--- src/hw/rtl/trq_pkg.sv ---
// Shared types and constants for the timestamp request queue.
// No dependencies; imported by every trq module and the top level.
package trq_pkg;

    localparam int DEF_SLOTS = 16;
    localparam int FUNC_W    = 2;
    localparam int PROC_W    = 8;
    localparam int TIME_W    = 16;
    localparam int KEY_W     = TIME_W + PROC_W;

    typedef enum logic [FUNC_W-1:0] {
        OP_ENQUEUE = 2'd0,
        OP_RELEASE = 2'd1,
        OP_HEAD    = 2'd2
    } func_t;

    // Lamport order key: time in the upper bits, process id below
    typedef logic [KEY_W-1:0] key_t;

    // status of one transaction after the table update
    typedef struct packed {
        logic vld;
        logic ok;
    } op_status_t;

endpackage

--- src/hw/rtl/trq_slot_table.sv ---
// Slot table: holds the pending requests and applies enqueue and release.
// Depends on trq_pkg.
module trq_slot_table
    import trq_pkg::*;
#(
    parameter int SLOTS = DEF_SLOTS
)
(
    input  logic              clk,
    input  logic              rst_n,
    input  logic              in_vld,
    input  logic [FUNC_W-1:0] func,
    input  logic [PROC_W-1:0] proc_id,
    input  logic [TIME_W-1:0] req_time,
    output key_t              slot_key [SLOTS],
    output op_status_t        status
);

    logic [TIME_W-1:0] time_reg [SLOTS];
    logic [TIME_W-1:0] time_next [SLOTS];
    logic [PROC_W-1:0] proc_reg [SLOTS];
    logic [PROC_W-1:0] proc_next [SLOTS];
    logic [SLOTS-1:0]  pending;
    logic [SLOTS-1:0]  empty_sel;
    logic [SLOTS-1:0]  match;
    logic [SLOTS-1:0]  match_sel;
    logic              enq;
    logic              rel;
    logic              ok;
    op_status_t        status_reg;
    op_status_t        status_next;

    always_comb
    begin
        for (int i = 0; i < SLOTS; i++)
        begin
            pending[i]  = (time_reg[i] != '0) || (proc_reg[i] != '0);
            match[i]    = pending[i] && (proc_reg[i] == proc_id);
            slot_key[i] = {time_reg[i], proc_reg[i]};
        end
    end

    // lowest set bit isolates the first candidate slot
    assign empty_sel = ~pending & (pending + SLOTS'(1));
    assign match_sel = match & (~match + SLOTS'(1));

    always_comb
    begin
        enq = 1'b0;
        rel = 1'b0;
        ok  = 1'b0;
        case (func_t'(func))
            OP_ENQUEUE:
            begin
                enq = in_vld;
                ok  = |empty_sel;
            end
            OP_RELEASE:
            begin
                rel = in_vld;
                ok  = |match_sel;
            end
            OP_HEAD:
            begin
                ok = 1'b1;
            end
            default:
            begin
                ok = 1'b0;
            end
        endcase
    end

    always_comb
    begin
        for (int i = 0; i < SLOTS; i++)
        begin
            time_next[i] = time_reg[i];
            proc_next[i] = proc_reg[i];
            if (enq && empty_sel[i])
            begin
                time_next[i] = req_time;
                proc_next[i] = proc_id;
            end
            else if (rel && match_sel[i])
            begin
                time_next[i] = '0;
                proc_next[i] = '0;
            end
        end
        status_next.vld = in_vld;
        status_next.ok  = ok;
    end

    always_ff @(posedge clk or negedge rst_n)
    begin
        if (!rst_n)
        begin
            for (int i = 0; i < SLOTS; i++)
            begin
                time_reg[i] <= '0;
                proc_reg[i] <= '0;
            end
            status_reg <= '0;
        end
        else
        begin
            for (int i = 0; i < SLOTS; i++)
            begin
                time_reg[i] <= time_next[i];
                proc_reg[i] <= proc_next[i];
            end
            status_reg <= status_next;
        end
    end

    assign status = status_reg;

endmodule

--- src/hw/rtl/trq_head_tree.sv ---
// Head search: compare tree for the smallest pending key, plus result register.
// Depends on trq_pkg.
module trq_head_tree
    import trq_pkg::*;
#(
    parameter int SLOTS = DEF_SLOTS
)
(
    input  logic              clk,
    input  logic              rst_n,
    input  key_t              slot_key [SLOTS],
    input  op_status_t        status,
    output logic              strobe,
    output logic              done_ok,
    output logic              head_valid,
    output logic [PROC_W-1:0] head_proc,
    output logic [TIME_W-1:0] head_time
);

    localparam int LEAVES = 1 << $clog2(SLOTS);

    logic node_vld [1:2*LEAVES-1];
    key_t node_key [1:2*LEAVES-1];

    logic              strobe_reg;
    logic              strobe_next;
    logic              ok_reg;
    logic              ok_next;
    logic              hvld_reg;
    logic              hvld_next;
    key_t              hkey_reg;
    key_t              hkey_next;

    genvar g;
    generate
        for (g = 0; g < LEAVES; g++)
        begin : g_leaf
            if (g < SLOTS)
            begin : g_used
                assign node_vld[LEAVES+g] = (slot_key[g] != '0);
                assign node_key[LEAVES+g] = slot_key[g];
            end
            else
            begin : g_pad
                assign node_vld[LEAVES+g] = 1'b0;
                assign node_key[LEAVES+g] = '0;
            end
        end
        // left child wins ties, so the lower slot is reported
        for (g = 1; g < LEAVES; g++)
        begin : g_node
            logic take_left;
            assign take_left   = node_vld[2*g] &&
                                 (!node_vld[2*g+1] || (node_key[2*g] <= node_key[2*g+1]));
            assign node_vld[g] = node_vld[2*g] || node_vld[2*g+1];
            assign node_key[g] = take_left ? node_key[2*g] :
                                 (node_vld[2*g+1] ? node_key[2*g+1] : '0);
        end
    endgenerate

    always_comb
    begin
        strobe_next = status.vld;
        ok_next     = status.ok;
        hvld_next   = node_vld[1];
        hkey_next   = node_key[1];
    end

    always_ff @(posedge clk or negedge rst_n)
    begin
        if (!rst_n)
        begin
            strobe_reg <= 1'b0;
        end
        else
        begin
            strobe_reg <= strobe_next;
        end
    end

    always_ff @(posedge clk)
    begin
        ok_reg   <= ok_next;
        hvld_reg <= hvld_next;
        hkey_reg <= hkey_next;
    end

    assign strobe     = strobe_reg;
    assign done_ok    = ok_reg;
    assign head_valid = hvld_reg;
    assign head_time  = hkey_reg[KEY_W-1:PROC_W];
    assign head_proc  = hkey_reg[PROC_W-1:0];

endmodule

--- src/hw/rtl/timestamp_request_queue_unit.sv ---
// Top level of the timestamp request queue: input register, slot table, head search.
// Depends on trq_pkg, trq_slot_table and trq_head_tree.
//
// Usage:
//   A transaction is taken at a rising edge with start high and busy low.
//   func selects enqueue, release or report head; proc_id and req_time
//   carry the request. busy is always low: one transaction per cycle.
//   Each transaction yields one result, shown for a single cycle with
//   strobe high: done_ok, head_valid, head_proc, head_time.
//   The input register loads at the accepting edge, the table update then
//   registers the status, and the head search then loads the result
//   register that drives strobe.
//   Throughput: one transaction per cycle. The head is the smallest
//   {time, id} among pending slots, searched by a combinational compare tree
//   over the registered table, so its depth sets the clock period.
//   Reset empties every slot and drops anything in flight; no strobe
//   follows until a new transaction arrives.
//   The receiver cannot stall: a result not taken in its strobe cycle is gone.
module timestamp_request_queue_unit
    import trq_pkg::*;
#(
    parameter int SLOTS = DEF_SLOTS
)
(
    input  logic              clk,
    input  logic              rst_n,
    input  logic              start,
    output logic              busy,
    input  logic [FUNC_W-1:0] func,
    input  logic [PROC_W-1:0] proc_id,
    input  logic [TIME_W-1:0] req_time,
    output logic              strobe,
    output logic              done_ok,
    output logic              head_valid,
    output logic [PROC_W-1:0] head_proc,
    output logic [TIME_W-1:0] head_time
);

    logic              in_vld_reg;
    logic              in_vld_next;
    logic [FUNC_W-1:0] func_reg;
    logic [PROC_W-1:0] proc_reg;
    logic [TIME_W-1:0] time_reg;
    key_t              slot_key [SLOTS];
    op_status_t        status;

    assign busy        = 1'b0;
    assign in_vld_next = start && !busy;

    always_ff @(posedge clk or negedge rst_n)
    begin
        if (!rst_n)
        begin
            in_vld_reg <= 1'b0;
        end
        else
        begin
            in_vld_reg <= in_vld_next;
        end
    end

    always_ff @(posedge clk)
    begin
        func_reg <= func;
        proc_reg <= proc_id;
        time_reg <= req_time;
    end

    trq_slot_table #(
        .SLOTS (SLOTS)
    ) u_table (
        .clk      (clk),
        .rst_n    (rst_n),
        .in_vld   (in_vld_reg),
        .func     (func_reg),
        .proc_id  (proc_reg),
        .req_time (time_reg),
        .slot_key (slot_key),
        .status   (status)
    );

    trq_head_tree #(
        .SLOTS (SLOTS)
    ) u_head (
        .clk        (clk),
        .rst_n      (rst_n),
        .slot_key   (slot_key),
        .status     (status),
        .strobe     (strobe),
        .done_ok    (done_ok),
        .head_valid (head_valid),
        .head_proc  (head_proc),
        .head_time  (head_time)
    );

    // every registered transaction reaches the table stage next cycle
    a_in_to_table: assert property (@(posedge clk) disable iff (!rst_n)
        in_vld_reg |=> status.vld)
        else $error("transaction lost between input register and table");

    a_table_to_out: assert property (@(posedge clk) disable iff (!rst_n)
        status.vld |=> strobe)
        else $error("table stage transaction produced no strobe");

    a_no_phantom: assert property (@(posedge clk) disable iff (!rst_n)
        !status.vld |=> !strobe)
        else $error("strobe without a transaction");

    a_empty_head: assert property (@(posedge clk) disable iff (!rst_n)
        (strobe && !head_valid) |-> (head_proc == '0 && head_time == '0))
        else $error("empty table reported a nonzero head");

    a_valid_head: assert property (@(posedge clk) disable iff (!rst_n)
        (strobe && head_valid) |-> (head_proc != '0 || head_time != '0))
        else $error("valid head carries the empty pattern");

endmodule

--- config.mk ---
export PLATFORM = sky130hd
export DESIGN_NAME = timestamp_request_queue_unit
export DESIGN_NICKNAME = d
export VERILOG_FILES = /design/src/hw/rtl/trq_pkg.sv /design/src/hw/rtl/trq_slot_table.sv /design/src/hw/rtl/trq_head_tree.sv /design/src/hw/rtl/timestamp_request_queue_unit.sv
export SDC_FILE = /design/constraint.sdc
export NUM_CORES = 2
export LEC_CHECK = 0
export BUFFER_PORTS_ARGS = -buffer_cell sky130_fd_sc_hd__buf_4
export CORE_ASPECT_RATIO = 1.4
export CORE_UTILIZATION = 35
export DETAILED_ROUTE_END_ITERATION = 7
export SKIP_CTS_REPAIR_TIMING = 1
export SLEW_MARGIN = 20
export SYNTH_ARGS = -nofsm -noshare
export SYNTH_HDL_FRONTEND = slang
export SYNTH_SLANG_ARGS = --single-unit
export TNS_END_PERCENT = 5
--- constraint.sdc ---
create_clock -name clk -period 9.1 [get_ports clk]
set_input_delay 0.91 -clock clk [delete_from_list [all_inputs] [get_ports clk]]
set_output_delay 0.91 -clock clk [all_outputs]
set_load 0.01 [all_outputs]
==> key figures <==
Yosys
  – Asr flop ratio synth: 88.18%
  – Cell taking the most area after synthesis: dfrtp_1
  – #FFs+latches synth: 440
  – Register area share after synthesis: 34.47%
  – Syn_nets: 3608
  – Synth area leaders: dfrtp_1, ha_1, a22o_1, dfxtp_1, mux2i_1
  – Synth Flop Type: dfrtp_1
  – Post-synth cell types: 95
  – Count of flip-flops with a built-in enable after synthesis: 0
  – Cells after Synth: 3219
  – YS warnings: 0
  – Post-Syn Area: 0.03118 mm2
  – Share of the synthesized area in the top cell type: 31.13%
  – Post-Syn Area per Cell: 9.688 um2

Global route
  – Grt total ovfl: 0
  – Initial antenna violation count: 1
  – First-pass GRT wire length: 176500 um
  – Global Route Usage Sum: 26.09%
  – Largest net degree at the start of global routing: 154
  – Vias in the first global route: 27688

Setup path
  – Max stage delay on crit path: 0.45 ns
  – Cell mode on critical path: buf_4
  – Worst R2R Setup Slack: 0.36 ns
  – CP delay by family, top: compound AO/OA/AOI/OAI gates
  – R2r endpoint: u_head.hkey_reg[23]
  – Nature of the critical path startpoint: flop
  – Critical-path maximum fanout: 24
  – WP data required: 9.64 ns
  – Setup CP Type: reg -> reg
  – Slowest cell on crit path: dfrtp_1
  – Critical register-to-register path startpoint: u_table.slot_key[283]
  – Reg2reg path depth: 41
  – Critical Path End Type: flop
  – Bufs and invs on worst path: 7
  – CP arrival: 9.28 ns

Timing
  – Worst Hold Slack: 0.2997 ns
  – Fin crit period: 8.739 ns
  – Max Clk Rate: 0.1144 GHz
  – Tcrit/Tclk final: 96.03%
  – Worst-Margin Slew: 1.094 ns
  – Final hold violations: 0
  – Slew Limit Fails: 0
  – Finish-stage setup viols: 0
  – Clock Skew: 0.02434 ns
  – Slew headroom: 27.04%

Routing
  – Initial DRC count: 2203
  – Detailed-route via count: 28086
  – Routed WL per cell: 25.67 um
  – Final wirelength: 119600 um
  – DR DRC count: 0
  – Via-to-Cell Ratio: 6.030
  – 1st-pass router iterations: 6
  – Post-route ant nets: 0

Placement
  – DP Area: 0.03462 mm2
  – PortBufs: 55
  – RePlAce Congestion: 0.9940
  – DP HPWL: 87980 um

Die
  – Die X-Extent: 254.3 um
  – Core ar.: 0.08829 mm2
  – Chip height: 355.2 um
  – Ports: 57
  – Starting Density: 35.32%
  – Row cnt: 129
  – Die area: 0.09031 mm2

Clock network
  – TritonCTS Sinks: 440
  – CTS tree: built
  – Worst-Skew Late Latency: 0.62 ns
  – Clock Tree Root: clkbuf_16
  – CTS H-Tree Depth: 2
  – Num CTS Buffers: 48
  – Worst-path clk slew: 0.07 ns
  – Clock Tree Buf Depth: 3

Cells and area
  – Layout cells sized above 1: 18.22%
  – Area Growth Syn to Fin: 18.48%
  – Finished layout cell area: 0.03695 mm2
  – Commonest non-fill, non-tap cell in the layout: a22o_1
  – Fin nets: 3830
  – Fill cells: 8569
  – Register area: 0.01076 mm2
  – ANT cells: 0
  – Multi-input gate area: 0.01910 mm2
  – Number of flip-flops in the largest register: 384
  – Most frequent cells in the layout: a22o_1, dfrtp_1, ha_1

Worst hold path
  – Hold Crit Class: in -> async

Outcome
  – Status: finished, final reports clean

Run
  – Max-cap violation count: 0
stage by stage:
| step | util (%) | setup slack, ns | TNS [ns] | cells |
|---|---|---|---|---|
| after floorplan | - | 0.8108 | 0 | 3219 |
| after global placement | 39.20 | 0.1871 | 0 | 4549 |
| after detailed placement | 39.21 | 0.1575 | 0 | 4549 |
| after CTS | 41.12 | 0.1184 | 0 | 4637 |
| after global routing | 41.85 | -0.03807 | -0.09386 | 4658 |
| final | 41.85 | 0.3614 | 0 | 4658 |
cell families after synthesis:
logic type | Yosys count | synth area share, %
xor+xnor | 128 | 3.595
fa+ha+maj | 360 | 14.44
mux | 121 | 4.036
buf+inv | 467 | 6.147
other cells | 1 | 0.01203
compound gates | 1053 | 26.08
flops | 440 | 34.47
simple gates | 649 | 11.22
worst reg2reg max path, delay by kind of cell, from the launching register on:
family	cells	cell delay [ns]
buffers and inverters	7	1.23
DFF	1	0.45
and+or+nand+nor	11	2.44
adders and majority gates	4	1.25
AOI/OAI and AO/OA	18	3.17
muxes	1	0.11
synth_stat cells (24+ instances only):
master,instances
a22oi_1,74
nand2_1,202
nand4_1,101
clkbuf_1,93
a21oi_1,153
inv_1,266
buf_2,71
dfrtp_1,388
a211oi_1,33
xnor2_1,24
o211ai_1,55
xor2_1,104
a21o_1,39
mux2i_1,104
nor2_1,64
dfxtp_1,52
nand3_1,39
a22o_1,396
ha_1,360
nor4_1,137
o21ai_0,126
cell type report:
class / instances / area share (%)
multi-input combinational: 2313 / 51.69
sequential: 440 / 29.13
timing repair buffer: 369 / 7.894
tap: 1179 / 3.993
clock buffer: 60 / 3.566
inverter: 269 / 2.733
clock inverter: 28 / 0.9956
metal layers:
metal	part of all wire (%)	up-vias	track usage [%]
met1	38	13886	30.02
met2	48	1083	43.41
met5	0	-	0
li1	-	12691	-
met3	5.6	426	3.752
met4	8.8	0	20.17
worst max path at each step:
stage | endpoint | startpoint | slack [ns] | cells after the start
3_3_place_gp | u_head.hkey_reg[2] | u_table.slot_key[310] | 0.19 | 40
5_1_grt | u_head.hkey_reg[23] | u_table.slot_key[117] | -0.04 | 42
3_5_place_dp | u_head.hkey_reg[2] | u_table.slot_key[310] | 0.16 | 39
4_1_cts | u_head.hkey_reg[23] | u_table.slot_key[310] | 0.12 | 39
6_report | u_head.hkey_reg[23] | u_table.slot_key[283] | 0.36 | 41
2_1_floorplan | u_head.hkey_reg[11] | u_table.slot_key[165] | 0.81 | 41
Power is left out: the tool's default activity adds up to more than one toggle a clock period on the data nets, which glitch-free logic cannot reach.
